File: src/rtl/mfs_pkg.sv
// Shared types, register map, result codes and reset values for the
// multirate frame scheduler. No dependencies.
`timescale 1ns / 1ps
`default_nettype none

package mfs_pkg;

    localparam int NUM_CFG    = 7;
    localparam int CFG_W      = 16;
    localparam int FRAME_W    = 16;
    localparam int UPTIME_W   = 32;
    localparam int NUM_RATES  = 6;
    localparam int KIND_W     = 4;
    localparam int NUM_KINDS  = 10;
    localparam int NUM_SUMS   = 9;
    localparam int MAX_AXES   = 3;
    localparam int APB_ADDR_W = 5;
    localparam int APB_DATA_W = 32;
    localparam int OUT_SUM_W  = 32;
    localparam int OUT_BITS   = OUT_SUM_W + NUM_RATES + 1 + 2 + FRAME_W + UPTIME_W;
    localparam int OUT_W      = ((OUT_BITS + 7) / 8) * 8;

    localparam int DEF_SAMPLE_WIDTH = 16;
    localparam int DEF_SUM_WIDTH    = 32;
    localparam int DEF_AXES         = 3;

    // register indexes (byte address / 4)
    localparam logic [2:0] REG_FRAME_LENGTH = 3'd0;
    localparam logic [2:0] REG_FAST_DIV     = 3'd1;
    localparam logic [2:0] REG_SLOW_DIV     = 3'd2;
    localparam logic [2:0] REG_RATE3_DIV    = 3'd3;
    localparam logic [2:0] REG_RATE4_DIV    = 3'd4;
    localparam logic [2:0] REG_RATE5_DIV    = 3'd5;
    localparam logic [2:0] REG_RATE6_DIV    = 3'd6;

    // strobe bit positions
    localparam int RATE_FAST = 0;
    localparam int RATE_SLOW = 1;
    localparam int RATE_MAG  = 3;

    localparam logic [KIND_W-1:0] KIND_STATUS = 4'd0;

    localparam logic [1:0] BARO_NONE = 2'd0;
    localparam logic [1:0] BARO_TEMP = 2'd1;
    localparam logic [1:0] BARO_PRES = 2'd2;

    localparam logic [CFG_W-1:0] FRAME_LENGTH_RESET = 16'd1000;
    localparam logic [NUM_RATES-1:0][CFG_W-1:0] DIV_RESET =
        {16'd1000, 16'd200, 16'd100, 16'd20, 16'd10, 16'd2};

    typedef logic [CFG_W-1:0] cfg_word_t;

    typedef struct packed {
        cfg_word_t                     frame_length;
        logic [NUM_RATES-1:0][CFG_W-1:0] div;
    } cfg_t;

    typedef struct packed {
        logic advance;
        logic wrap;
    } tick_ctl_t;

    typedef struct packed {
        logic [NUM_RATES-1:0] strobes;
        logic                 mag;
    } rate_evt_t;

    typedef struct packed {
        logic [NUM_RATES-1:0] strobes;
        logic                 mag;
        logic [1:0]           baro;
        logic [FRAME_W-1:0]   frame;
        logic [UPTIME_W-1:0]  uptime;
        logic                 fast_dump;
        logic                 slow_dump;
    } snap_t;

endpackage

`default_nettype wire

File: src/rtl/multirate_frame_scheduler_unit.sv
// Top level of the multirate frame scheduler: register file, phase counters,
// tick core and result serializer. Depends on mfs_pkg and the mfs_* modules.
//
//   channel  dir  handshake          payload
//   s_*      in   tvalid/tready      tdata: tick request (run, samples)
//   m_*      out  tvalid/tready      tdata/tuser/tlast: result requests
//   apb      in   psel/penable       7 x 16-bit registers at 4*i
//
// One tick is accepted per cycle while the result side keeps up; it yields
// 1, 1+2*AXES, 1+AXES or 1+3*AXES result requests, sent one per cycle
// while m_tready is high, so the result port sets the sustained rate. After
// every register write, s_tready stays low while the bit-serial remainder
// unit realigns the rate phases to the current frame. Reset is asynchronous.
`timescale 1ns / 1ps
`default_nettype none

module multirate_frame_scheduler_unit #(
    parameter  int SAMPLE_WIDTH = mfs_pkg::DEF_SAMPLE_WIDTH,
    parameter  int SUM_WIDTH    = mfs_pkg::DEF_SUM_WIDTH,
    parameter  int AXES         = mfs_pkg::DEF_AXES,
    localparam int IN_W         = ((2 + 6 * SAMPLE_WIDTH + 7) / 8) * 8
) (
    input  logic                            clk,
    input  logic                            rst_n,
    input  logic                            s_tvalid,
    output logic                            s_tready,
    // run_enable, temperature_taken, accel_x, accel_y, accel_z,
    // gyro_roll, gyro_pitch, gyro_yaw, zero pad
    input  logic [IN_W-1:0]                 s_tdata,
    output logic                            m_tvalid,
    input  logic                            m_tready,
    // sum_value, rate_strobes, mag_request, baro_action, frame_value,
    // uptime_ms, zero pad
    output logic [mfs_pkg::OUT_W-1:0]       m_tdata,
    // result_kind
    output logic [mfs_pkg::KIND_W-1:0]      m_tuser,
    output logic                            m_tlast,
    input  logic                            psel,
    input  logic                            penable,
    input  logic                            pwrite,
    input  logic [mfs_pkg::APB_ADDR_W-1:0]  paddr,
    input  logic [mfs_pkg::APB_DATA_W-1:0]  pwdata,
    output logic [mfs_pkg::APB_DATA_W-1:0]  prdata,
    output logic                            pready
);
    import mfs_pkg::*;

    cfg_t                               cfg;
    logic                               cfg_wr;
    tick_ctl_t                          tick;
    rate_evt_t                          evt;
    logic                               resync_busy;
    logic [FRAME_W-1:0]                 frame;
    logic                               pend_valid;
    logic                               pend_take;
    snap_t                              snap;
    logic [NUM_SUMS-1:0][SUM_WIDTH-1:0] sums;

    mfs_cfg_regs u_regs (
        .clk     (clk),
        .rst_n   (rst_n),
        .psel    (psel),
        .penable (penable),
        .pwrite  (pwrite),
        .paddr   (paddr),
        .pwdata  (pwdata),
        .prdata  (prdata),
        .pready  (pready),
        .cfg     (cfg),
        .cfg_wr  (cfg_wr)
    );

    mfs_phase_ctr u_phase (
        .clk    (clk),
        .rst_n  (rst_n),
        .cfg    (cfg),
        .cfg_wr (cfg_wr),
        .frame  (frame),
        .tick   (tick),
        .evt    (evt),
        .busy   (resync_busy)
    );

    mfs_tick_core #(
        .SAMPLE_WIDTH (SAMPLE_WIDTH),
        .SUM_WIDTH    (SUM_WIDTH),
        .AXES         (AXES)
    ) u_core (
        .clk         (clk),
        .rst_n       (rst_n),
        .s_tvalid    (s_tvalid),
        .s_tready    (s_tready),
        .s_tdata     (s_tdata),
        .cfg         (cfg),
        .resync_busy (resync_busy),
        .evt         (evt),
        .tick        (tick),
        .frame       (frame),
        .pend_valid  (pend_valid),
        .snap        (snap),
        .sums        (sums),
        .pend_take   (pend_take)
    );

    mfs_result_ser #(
        .SUM_WIDTH (SUM_WIDTH),
        .AXES      (AXES)
    ) u_ser (
        .clk        (clk),
        .rst_n      (rst_n),
        .pend_valid (pend_valid),
        .snap       (snap),
        .sums       (sums),
        .pend_take  (pend_take),
        .m_tvalid   (m_tvalid),
        .m_tready   (m_tready),
        .m_tdata    (m_tdata),
        .m_tuser    (m_tuser),
        .m_tlast    (m_tlast)
    );

endmodule

`default_nettype wire

File: src/rtl/mfs_cfg_regs.sv
// APB register file for frame length and the six rate divisors.
// Depends on mfs_pkg.
`timescale 1ns / 1ps
`default_nettype none

module mfs_cfg_regs (
    input  logic                            clk,
    input  logic                            rst_n,
    input  logic                            psel,
    input  logic                            penable,
    input  logic                            pwrite,
    input  logic [mfs_pkg::APB_ADDR_W-1:0]  paddr,
    input  logic [mfs_pkg::APB_DATA_W-1:0]  pwdata,
    output logic [mfs_pkg::APB_DATA_W-1:0]  prdata,
    output logic                            pready,
    output mfs_pkg::cfg_t                   cfg,
    output logic                            cfg_wr
);
    import mfs_pkg::*;

    logic                            wr_en;
    logic [2:0]                      idx;
    logic [CFG_W-1:0]                frame_length_reg;
    logic [NUM_RATES-1:0][CFG_W-1:0] div_reg;

    assign pready = 1'b1;
    assign idx    = paddr[APB_ADDR_W-1:2];
    assign wr_en  = psel && penable && pwrite && pready;
    assign cfg_wr = wr_en && (idx < 3'(NUM_CFG));

    assign cfg.frame_length = frame_length_reg;
    assign cfg.div          = div_reg;

    always_ff @(posedge clk or negedge rst_n)
    begin
        if (!rst_n)
        begin
            frame_length_reg <= FRAME_LENGTH_RESET;
            div_reg          <= DIV_RESET;
        end
        else if (wr_en)
        begin
            unique case (idx)
                REG_FRAME_LENGTH: frame_length_reg <= pwdata[CFG_W-1:0];
                REG_FAST_DIV:     div_reg[0]       <= pwdata[CFG_W-1:0];
                REG_SLOW_DIV:     div_reg[1]       <= pwdata[CFG_W-1:0];
                REG_RATE3_DIV:    div_reg[2]       <= pwdata[CFG_W-1:0];
                REG_RATE4_DIV:    div_reg[3]       <= pwdata[CFG_W-1:0];
                REG_RATE5_DIV:    div_reg[4]       <= pwdata[CFG_W-1:0];
                REG_RATE6_DIV:    div_reg[5]       <= pwdata[CFG_W-1:0];
                default:          ;
            endcase
        end
    end

    always_comb
    begin
        prdata = '0;
        unique case (idx)
            REG_FRAME_LENGTH: prdata = APB_DATA_W'(frame_length_reg);
            REG_FAST_DIV:     prdata = APB_DATA_W'(div_reg[0]);
            REG_SLOW_DIV:     prdata = APB_DATA_W'(div_reg[1]);
            REG_RATE3_DIV:    prdata = APB_DATA_W'(div_reg[2]);
            REG_RATE4_DIV:    prdata = APB_DATA_W'(div_reg[3]);
            REG_RATE5_DIV:    prdata = APB_DATA_W'(div_reg[4]);
            REG_RATE6_DIV:    prdata = APB_DATA_W'(div_reg[5]);
            default:          prdata = '0;
        endcase
    end

endmodule

`default_nettype wire

File: src/rtl/mfs_phase_ctr.sv
// Per-rate phase counters (frame mod divisor) with a bit-serial remainder
// resync after each register write. Depends on mfs_pkg.
`timescale 1ns / 1ps
`default_nettype none

module mfs_phase_ctr (
    input  logic                         clk,
    input  logic                         rst_n,
    input  mfs_pkg::cfg_t                cfg,
    input  logic                         cfg_wr,
    input  logic [mfs_pkg::FRAME_W-1:0]  frame,
    input  mfs_pkg::tick_ctl_t           tick,
    output mfs_pkg::rate_evt_t           evt,
    output logic                         busy
);
    import mfs_pkg::*;

    localparam int BIT_W = $clog2(FRAME_W);

    logic [NUM_RATES-1:0][CFG_W-1:0] phase_reg;
    logic [NUM_RATES-1:0][CFG_W-1:0] phase_next;
    logic [NUM_RATES-1:0][CFG_W-1:0] rem_reg;
    logic [NUM_RATES-1:0][CFG_W-1:0] rem_next;
    logic                            busy_reg;
    logic [BIT_W-1:0]                bit_reg;

    assign busy = busy_reg;

    // advance one frame, or restart at frame one; also the next remainder step and the rate events
    always_comb
    begin
        logic [CFG_W:0] inc;
        logic [CFG_W:0] shifted;
        logic [CFG_W:0] diff;
        for (int r = 0; r < NUM_RATES; r++)
        begin
            inc = {1'b0, phase_reg[r]} + (CFG_W+1)'(1);
            if (tick.wrap)
                phase_next[r] = (cfg.div[r] == CFG_W'(1)) ? '0 : CFG_W'(1);
            else if (inc == {1'b0, cfg.div[r]})
                phase_next[r] = '0;
            else
                phase_next[r] = inc[CFG_W-1:0];

            shifted = {rem_reg[r], frame[bit_reg]};
            diff    = shifted - {1'b0, cfg.div[r]};
            if (shifted >= {1'b0, cfg.div[r]})
                rem_next[r] = diff[CFG_W-1:0];
            else
                rem_next[r] = shifted[CFG_W-1:0];

            evt.strobes[r] = tick.advance && (cfg.div[r] != '0) && (phase_next[r] == '0);
        end
        evt.mag = tick.advance && (cfg.div[RATE_MAG] != '0)
                  && (phase_next[RATE_MAG] == cfg.div[RATE_MAG] - CFG_W'(1));
    end

    always_ff @(posedge clk or negedge rst_n)
    begin
        if (!rst_n)
        begin
            busy_reg  <= 1'b0;
            bit_reg   <= '0;
            phase_reg <= '0;
            rem_reg   <= '0;
        end
        else if (cfg_wr)
        begin
            busy_reg <= 1'b1;
            bit_reg  <= BIT_W'(FRAME_W - 1);
            rem_reg  <= '0;
        end
        else if (busy_reg)
        begin
            rem_reg <= rem_next;
            if (bit_reg == '0)
            begin
                busy_reg  <= 1'b0;
                phase_reg <= rem_next;
            end
            else
            begin
                bit_reg <= bit_reg - BIT_W'(1);
            end
        end
        else if (tick.advance)
        begin
            phase_reg <= phase_next;
        end
    end

    assert property (@(posedge clk) disable iff (!rst_n) tick.advance |-> !busy_reg)
        else $error("frame advanced during phase resync");

    for (genvar g = 0; g < NUM_RATES; g++)
    begin : g_chk
        assert property (@(posedge clk) disable iff (!rst_n)
            $fell(busy_reg) && (cfg.div[g] != '0) |-> phase_reg[g] < cfg.div[g])
            else $error("resynced phase out of range");
    end

endmodule

`default_nettype wire

File: src/rtl/mfs_tick_core.sv
// Tick state update: frame, uptime, accumulators, barometer flag, and the
// pending result snapshot. Depends on mfs_pkg.
`timescale 1ns / 1ps
`default_nettype none

module mfs_tick_core #(
    parameter  int SAMPLE_WIDTH = mfs_pkg::DEF_SAMPLE_WIDTH,
    parameter  int SUM_WIDTH    = mfs_pkg::DEF_SUM_WIDTH,
    parameter  int AXES         = mfs_pkg::DEF_AXES,
    localparam int IN_W         = ((2 + 6 * SAMPLE_WIDTH + 7) / 8) * 8
) (
    input  logic                                          clk,
    input  logic                                          rst_n,
    input  logic                                          s_tvalid,
    output logic                                          s_tready,
    input  logic [IN_W-1:0]                               s_tdata,
    input  mfs_pkg::cfg_t                                 cfg,
    input  logic                                          resync_busy,
    input  mfs_pkg::rate_evt_t                            evt,
    output mfs_pkg::tick_ctl_t                            tick,
    output logic [mfs_pkg::FRAME_W-1:0]                   frame,
    output logic                                          pend_valid,
    output mfs_pkg::snap_t                                snap,
    output logic [mfs_pkg::NUM_SUMS-1:0][SUM_WIDTH-1:0]   sums,
    input  logic                                          pend_take
);
    import mfs_pkg::*;

    logic                                 accept;
    logic                                 run;
    logic                                 taken;
    logic [FRAME_W:0]                     frame_inc;
    logic                                 wrap;
    logic [FRAME_W-1:0]                   frame_new;
    logic                                 temp_clr;
    logic                                 fast_dump;
    logic                                 slow_dump;
    logic [1:0]                           baro;
    logic [UPTIME_W-1:0]                  uptime_new;
    logic [MAX_AXES-1:0][SUM_WIDTH-1:0]   fa_add;
    logic [MAX_AXES-1:0][SUM_WIDTH-1:0]   fg_add;
    logic [MAX_AXES-1:0][SUM_WIDTH-1:0]   sa_add;

    logic [FRAME_W-1:0]                   frame_reg;
    logic [UPTIME_W-1:0]                  uptime_reg;
    logic                                 temp_reg;
    logic [MAX_AXES-1:0][SUM_WIDTH-1:0]   fast_acc_reg;
    logic [MAX_AXES-1:0][SUM_WIDTH-1:0]   fast_gyro_reg;
    logic [MAX_AXES-1:0][SUM_WIDTH-1:0]   slow_acc_reg;
    logic                                 pend_valid_reg;
    snap_t                                snap_reg;
    logic [NUM_SUMS-1:0][SUM_WIDTH-1:0]   sums_reg;

    assign run        = s_tdata[0];
    assign taken      = s_tdata[1];
    assign s_tready   = !resync_busy && (!pend_valid_reg || pend_take);
    assign accept     = s_tvalid && s_tready;

    assign frame_inc  = {1'b0, frame_reg} + (FRAME_W+1)'(1);
    assign wrap       = frame_inc > {1'b0, cfg.frame_length};
    assign frame_new  = wrap ? FRAME_W'(1) : frame_inc[FRAME_W-1:0];
    assign uptime_new = uptime_reg + UPTIME_W'(1);

    assign tick.advance = accept && run;
    assign tick.wrap    = wrap;
    assign frame        = frame_reg;

    assign temp_clr  = taken ? 1'b0 : temp_reg;
    assign fast_dump = evt.strobes[RATE_FAST];
    assign slow_dump = evt.strobes[RATE_SLOW];
    assign baro      = slow_dump ? (temp_clr ? BARO_PRES : BARO_TEMP) : BARO_NONE;

    always_comb
    begin
        logic [SAMPLE_WIDTH-1:0]           acc_s;
        logic [SAMPLE_WIDTH-1:0]           gyr_s;
        logic [SUM_WIDTH+SAMPLE_WIDTH-1:0] acc_w;
        logic [SUM_WIDTH+SAMPLE_WIDTH-1:0] gyr_w;
        for (int a = 0; a < MAX_AXES; a++)
        begin
            acc_s = s_tdata[2 + a * SAMPLE_WIDTH +: SAMPLE_WIDTH];
            gyr_s = s_tdata[2 + (a + MAX_AXES) * SAMPLE_WIDTH +: SAMPLE_WIDTH];
            acc_w = {{SUM_WIDTH{acc_s[SAMPLE_WIDTH-1]}}, acc_s};
            gyr_w = {{SUM_WIDTH{gyr_s[SAMPLE_WIDTH-1]}}, gyr_s};
            if (a >= AXES)
            begin
                acc_w = '0;
                gyr_w = '0;
            end
            fa_add[a] = fast_acc_reg[a]  + acc_w[SUM_WIDTH-1:0];
            fg_add[a] = fast_gyro_reg[a] + gyr_w[SUM_WIDTH-1:0];
            sa_add[a] = slow_acc_reg[a]  + acc_w[SUM_WIDTH-1:0];
        end
    end

    always_ff @(posedge clk or negedge rst_n)
    begin
        if (!rst_n)
        begin
            frame_reg      <= '0;
            uptime_reg     <= '0;
            temp_reg       <= 1'b0;
            fast_acc_reg   <= '0;
            fast_gyro_reg  <= '0;
            slow_acc_reg   <= '0;
            pend_valid_reg <= 1'b0;
        end
        else
        begin
            if (accept)
            begin
                uptime_reg     <= uptime_new;
                temp_reg       <= slow_dump ? 1'b1 : temp_clr;
                pend_valid_reg <= 1'b1;
                if (run)
                begin
                    frame_reg     <= frame_new;
                    fast_acc_reg  <= fast_dump ? '0 : fa_add;
                    fast_gyro_reg <= fast_dump ? '0 : fg_add;
                    slow_acc_reg  <= slow_dump ? '0 : sa_add;
                end
            end
            else if (pend_take)
            begin
                pend_valid_reg <= 1'b0;
            end
        end
    end

    always_ff @(posedge clk)
    begin
        if (accept)
        begin
            snap_reg.strobes   <= evt.strobes;
            snap_reg.mag       <= evt.mag;
            snap_reg.baro      <= baro;
            snap_reg.frame     <= run ? frame_new : frame_reg;
            snap_reg.uptime    <= uptime_new;
            snap_reg.fast_dump <= fast_dump;
            snap_reg.slow_dump <= slow_dump;
            for (int a = 0; a < MAX_AXES; a++)
            begin
                sums_reg[a]                <= fa_add[a];
                sums_reg[MAX_AXES + a]     <= fg_add[a];
                sums_reg[2 * MAX_AXES + a] <= sa_add[a];
            end
        end
    end

    assign pend_valid = pend_valid_reg;
    assign snap       = snap_reg;
    assign sums       = sums_reg;

    assert property (@(posedge clk) disable iff (!rst_n) pend_take |-> pend_valid_reg)
        else $error("snapshot taken while none pending");

    assert property (@(posedge clk) disable iff (!rst_n) accept && run |=> frame_reg != '0)
        else $error("running tick left frame at zero");

    assert property (@(posedge clk) disable iff (!rst_n)
        accept && run && evt.strobes[RATE_SLOW] |=> temp_reg)
        else $error("slow strobe did not leave temperature pending");

endmodule

`default_nettype wire

File: src/rtl/mfs_result_ser.sv
// Result buffer that sends the status item and the dumped sums of one tick,
// one request per cycle while m_tready is high. Depends on mfs_pkg.
`timescale 1ns / 1ps
`default_nettype none

module mfs_result_ser #(
    parameter int SUM_WIDTH = mfs_pkg::DEF_SUM_WIDTH,
    parameter int AXES      = mfs_pkg::DEF_AXES
) (
    input  logic                                          clk,
    input  logic                                          rst_n,
    input  logic                                          pend_valid,
    input  mfs_pkg::snap_t                                snap,
    input  logic [mfs_pkg::NUM_SUMS-1:0][SUM_WIDTH-1:0]   sums,
    output logic                                          pend_take,
    output logic                                          m_tvalid,
    input  logic                                          m_tready,
    output logic [mfs_pkg::OUT_W-1:0]                     m_tdata,
    output logic [mfs_pkg::KIND_W-1:0]                    m_tuser,
    output logic                                          m_tlast
);
    import mfs_pkg::*;

    localparam logic [MAX_AXES-1:0] AXIS_MASK = MAX_AXES'((1 << AXES) - 1);

    logic [NUM_KINDS-1:0]               mask_reg;
    snap_t                              snap_reg;
    logic [NUM_SUMS-1:0][SUM_WIDTH-1:0] sums_reg;

    logic [NUM_KINDS-1:0]               load_mask;
    logic [NUM_KINDS-1:0]               mask_rest;
    logic [KIND_W-1:0]                  kind;
    logic                               out_last;
    logic                               hs;
    logic                               ser_free;
    logic [SUM_WIDTH-1:0]               sel_sum;
    logic [SUM_WIDTH+OUT_SUM_W-1:0]     sel_ext;
    logic [KIND_W-1:0]                  sum_idx;

    assign mask_rest = mask_reg & (mask_reg - NUM_KINDS'(1));
    assign out_last  = (mask_rest == '0);
    assign m_tvalid  = (mask_reg != '0);
    assign hs        = m_tvalid && m_tready;
    assign ser_free  = !m_tvalid || (hs && out_last);
    assign pend_take = pend_valid && ser_free;

    assign load_mask = {snap.slow_dump ? AXIS_MASK : MAX_AXES'(0),
                        snap.fast_dump ? AXIS_MASK : MAX_AXES'(0),
                        snap.fast_dump ? AXIS_MASK : MAX_AXES'(0),
                        1'b1};

    always_comb
    begin
        logic found;
        found = 1'b0;
        kind  = KIND_STATUS;
        for (int i = 0; i < NUM_KINDS; i++)
        begin
            if (!found && mask_reg[i])
            begin
                kind  = KIND_W'(i);
                found = 1'b1;
            end
        end
    end

    assign sum_idx = kind - KIND_W'(1);
    assign sel_sum = (kind == KIND_STATUS) ? '0 : sums_reg[sum_idx];
    assign sel_ext = {{OUT_SUM_W{1'b0}}, sel_sum};

    assign m_tuser = kind;
    assign m_tlast = out_last;
    assign m_tdata = {(OUT_W - OUT_BITS)'(0), snap_reg.uptime, snap_reg.frame, snap_reg.baro,
                      snap_reg.mag, snap_reg.strobes, sel_ext[OUT_SUM_W-1:0]};

    always_ff @(posedge clk or negedge rst_n)
    begin
        if (!rst_n)
        begin
            mask_reg <= '0;
        end
        else if (pend_take)
        begin
            mask_reg <= load_mask;
        end
        else if (hs)
        begin
            mask_reg <= mask_rest;
        end
    end

    always_ff @(posedge clk)
    begin
        if (pend_take)
        begin
            snap_reg <= snap;
            sums_reg <= sums;
        end
    end

    assert property (@(posedge clk) disable iff (!rst_n)
        pend_take |=> m_tvalid && (m_tuser == KIND_STATUS))
        else $error("tick results do not open with status");

    assert property (@(posedge clk) disable iff (!rst_n)
        hs && m_tlast && !pend_take |=> !m_tvalid)
        else $error("results continue past last");

    assert property (@(posedge clk) disable iff (!rst_n)
        m_tvalid && (m_tuser == KIND_STATUS) && !snap_reg.fast_dump && !snap_reg.slow_dump
        |-> m_tlast)
        else $error("status without dumps not marked last");

endmodule

`default_nettype wire
File: config.mk
export PLATFORM = sky130hd
export DESIGN_NAME = multirate_frame_scheduler_unit
export DESIGN_NICKNAME = d
export VERILOG_FILES = /design/src/rtl/mfs_pkg.sv /design/src/rtl/multirate_frame_scheduler_unit.sv /design/src/rtl/mfs_cfg_regs.sv /design/src/rtl/mfs_phase_ctr.sv /design/src/rtl/mfs_tick_core.sv /design/src/rtl/mfs_result_ser.sv
export SDC_FILE = /design/constraint.sdc
export NUM_CORES = 2
export LEC_CHECK = 0
export ABC_AREA = 1
export ABC_CLOCK_PERIOD_IN_PS = 13500
export BUFFER_PORTS_ARGS = -buffer_cell sky130_fd_sc_hd__buf_2
export CAP_MARGIN = 40
export CORE_MARGIN = 4
export CORE_UTILIZATION = 30
export CTS_BUF_LIST = sky130_fd_sc_hd__clkbuf_8
export DETAILED_ROUTE_END_ITERATION = 7
export SYNTH_ARGS = -nofsm -noshare
export SYNTH_HDL_FRONTEND = slang
export SYNTH_SLANG_ARGS = --single-unit
File: constraint.sdc
create_clock -name clk -period 13.5 [get_ports clk]
set_input_delay 2.7 -clock clk [delete_from_list [all_inputs] [get_ports clk]]
set_output_delay 2.7 -clock clk [all_outputs]
set_load 0.01 [all_outputs]
==> impl_results.md <==
* Startpoint types: flip-flop
* Critical path required time at 10.80 ns
* Hold Vio Cnt, Final at 0
* Status: finished clean
* Cell area after synthesis at 0.0774 mm^2
* Area Overhead vs Synth at 12.8%
* Max-slew violations at 0
* DIE AREA at 0.266 mm^2
* DRT met1 WL at 111 mm
* Maxcap violations at 0
* Rows at 186
* DRT Pass-1 Iters at 6
* Clk_lat worst skew at 1.00 ns
* RR Endpoint: u_core.fast_gyro_reg[17]$_DFFE_PN0P_
* Post-route cell area at 0.0873 mm^2
* Top Metal Used: met5
* Post-cts sizing count at 0
* WL per Instance at 19.4 um
* Hold Startpoint: u_core.snap[7]$_DFFE_PN_
* Sequential share of the synthesized area at 48.0%
* Antenna Violating Nets Remaining at 0
* Post-Place Cells at 12434
* Area share of the largest cell type after synthesis at 26.8%
* Root buffer cell: clkbuf_8
* CTS Hold Bufs at 0
* FILL cells at 26803
* Hold worst-path end: u_ser.m_tdata[62]$_DFFE_PP_
* Initial DRC count at 5784
* Leakage at 39.4 nW
* Gp weighted congestion at 0.929
* Crit Path Max Fanout at 65
* Vias at 64534
* Hpwl dp at 181 mm
* Met3 wire length at 16.5 mm
* Input/output buffers at 235
* GRT Total Usage at 18.1%
* Final #Nets at 9858
* Total Wirelength at 250 mm
* Initial antenna violation count at 25
* CP endpoint kind: primary output
* Slew headroom at 27.9%
* Htree depth at 4
* Die W at 516 um
* Type of the worst min-delay path: flip-flop to flip-flop
* Starting density of the core at 30.1%
* GRT overflow at 0
* Layout Cells excl Fill at 12881
* Synthesized instance count at 9040
* Synth Warn # at 0
* Vias per inst at 5.01
* RSZ-0062 raised after global routing: no
* R2r worst-path depth at 32
* Reg-to-reg slack, setup at 6.81 ns
* Placed inst area at 0.0824 mm^2
* Setup Skew at 0.111 ns
* Vias in the first global route at 61016
* Measured slew at the worst slew-check pin at 1.08 ns
* TritonCTS clock tree: yes
* Routed met2 length at 112 mm
* Setup violations, final at 0
* Number of flops mapped to enable cells by yosys at 690
* Global-route wire length before repair at 375 mm
* Area contributors post-synth: edfxtp_1 27%, dfrtp_1 20%, nand2_1 12%
* Dominant cell type by area after synthesis: edfxtp_1
* CTS buffer count at 239
* Arr. time, crit path at 5.93 ns
* Setup bufs post-CTS at 0
* Ys async rst share at 48.8%
* Syn avg cell area at 8.56 um^2
* Ys flop type: edfxtp_1
* Worst Hold Path Cells at 0
* Placeable Area at 0.257 mm^2
* Fin crit period at 8.63 ns
* Final period utilization at 63.9%
* Number of I/O pins at 284
* DRC at 0
* CTS Buffer Depth at 4
* Die height at 516 um
* Peak VDD IR at 105 uV
* Pin count of the biggest net entering global routing at 164
* R2r startpoint: u_core.frame[0]$_DFFE_PN0N_
* FF+latch count, synth at 1347
* PwrDens at 229 mW/mm^2
* Reg clk slew, reported paths at 0.06 ns
* CP Class: flip-flop to primary output
* Post-synthesis cell type count at 57
* Clock sinks at 1347
* FMAX at 0.116 GHz
* Final setup TNS at 0 ns
* Layout cells sized above 1 at 8.03%
## placed cells by master (no fill, tap or decap), drive strengths merged, types with 22 or more instances in the layout
master     n
nor2     570
a22oi     29
dfstp     23
a21oi    594
ha       404
clkinv    73
conb      24
nand2   2523
inv      814
xnor2    138
nor4      30
xor2     281
nor3      66
a31oi     94
edfxtp   690
o22ai     46
o21ai    449
nand3b    25
clkbuf   284
buf      314
a311oi    22
nand4    102
dfrtp    634
o21bai    45
nand3    843
o211ai   113
a21boi    54
a21o      65
## synthesized netlist by cell type (all sizes together), types with 45 or more instances
| cell type | number |
|---|---|
| nand4 | 102 |
| inv | 745 |
| nor2 | 570 |
| buf | 125 |
| xnor2 | 138 |
| a21o | 65 |
| dfrtp | 634 |
| a31oi | 94 |
| o21bai | 45 |
| ha | 404 |
| a21oi | 594 |
| o211ai | 113 |
| clkbuf | 201 |
| xor2 | 281 |
| nor3 | 66 |
| nand2 | 2523 |
| a21boi | 54 |
| nand3 | 843 |
| o21ai | 449 |
| edfxtp | 690 |
| o22ai | 46 |
## report_power, final
part / internal, W / switching [W]
combinational: 0.00331 / 0.00643
clock: 0.00213 / 0.00184
sequential: 0.00554 / 0.000725
## routing by layer
metal  vias up  global-route usage (%)
met5         -                       0
met4        14                    6.64
met3       441                    2.97
met2      2031                    28.8
met1     30615                    24.8
li1      31433                       -
## stage by stage
step	power, W	worst slack, ns	hold WS [ns]	util, %
finish	0.0200	4.87	0.328	34.0
global route	0.0215	4.57	0.350	34.0
CTS	0.0200	4.74	0.341	34.0
detailed placement	0.0159	5.80	0.405	32.1
global placement	0.0158	5.52	0.400	31.9
floorplan	0.0131	3.05	0.400	-
## worst max-delay path: stages, from the launching register on
cell      delay (ns)
dfrtp_1         0.40
nor2_2          0.07
nand2_1         0.15
nor3_1          0.06
a21oi_1         0.29
nand3_4         0.66
inv_4           0.58
ha_4            0.74
inv_2           0.06
buf_4           0.39
nand3_1         0.40
nand3_1         0.34
a311oi_1        0.48
buf_2           0.22
## kinds of logic after synthesis
logic type,after synthesis,synth area share [%]
DFF,1347,48.0
xor gates and xnor gates,423,4.87
and+or+nand+nor,4178,22.5
adders and majority gates,419,6.92
AOI/OAI and AO/OA,1596,12.0
other,2,0.00970
buffers and inverters,1075,5.64
## worst max path at each step
stage	startpoint	endpoint	slack [ns]
6_report	u_ser.mask_reg[2]$_DFFE_PN0P_	m_tdata[0]	4.87
3_5_place_dp	paddr[4]	prdata[8]	5.80
3_3_place_gp	u_ser.mask_reg[2]$_DFFE_PN0P_	m_tdata[17]	5.52
4_1_cts	u_ser.mask_reg[2]$_DFFE_PN0P_	m_tdata[0]	4.74
5_1_grt	u_ser.mask_reg[2]$_DFFE_PN0P_	m_tdata[0]	4.57
2_1_floorplan	m_tready	u_ser.mask_reg[7]$_DFFE_PN0P_	3.05
## layout make-up
class / instances / area, um^2 / area share [%]
clock inverter: 154 / 1030 / 1.18
clock buffer: 284 / 3910 / 4.48
sequential: 1347 / 37200 / 42.6
tap: 3384 / 4230 / 4.85
timing repair buffer: 314 / 2110 / 2.42
multi-input combinational: 6640 / 36000 / 41.2
antenna: 9 / 22.5 / 0.0258
inverter: 749 / 2840 / 3.25
(Power assumes the default switching activity.)
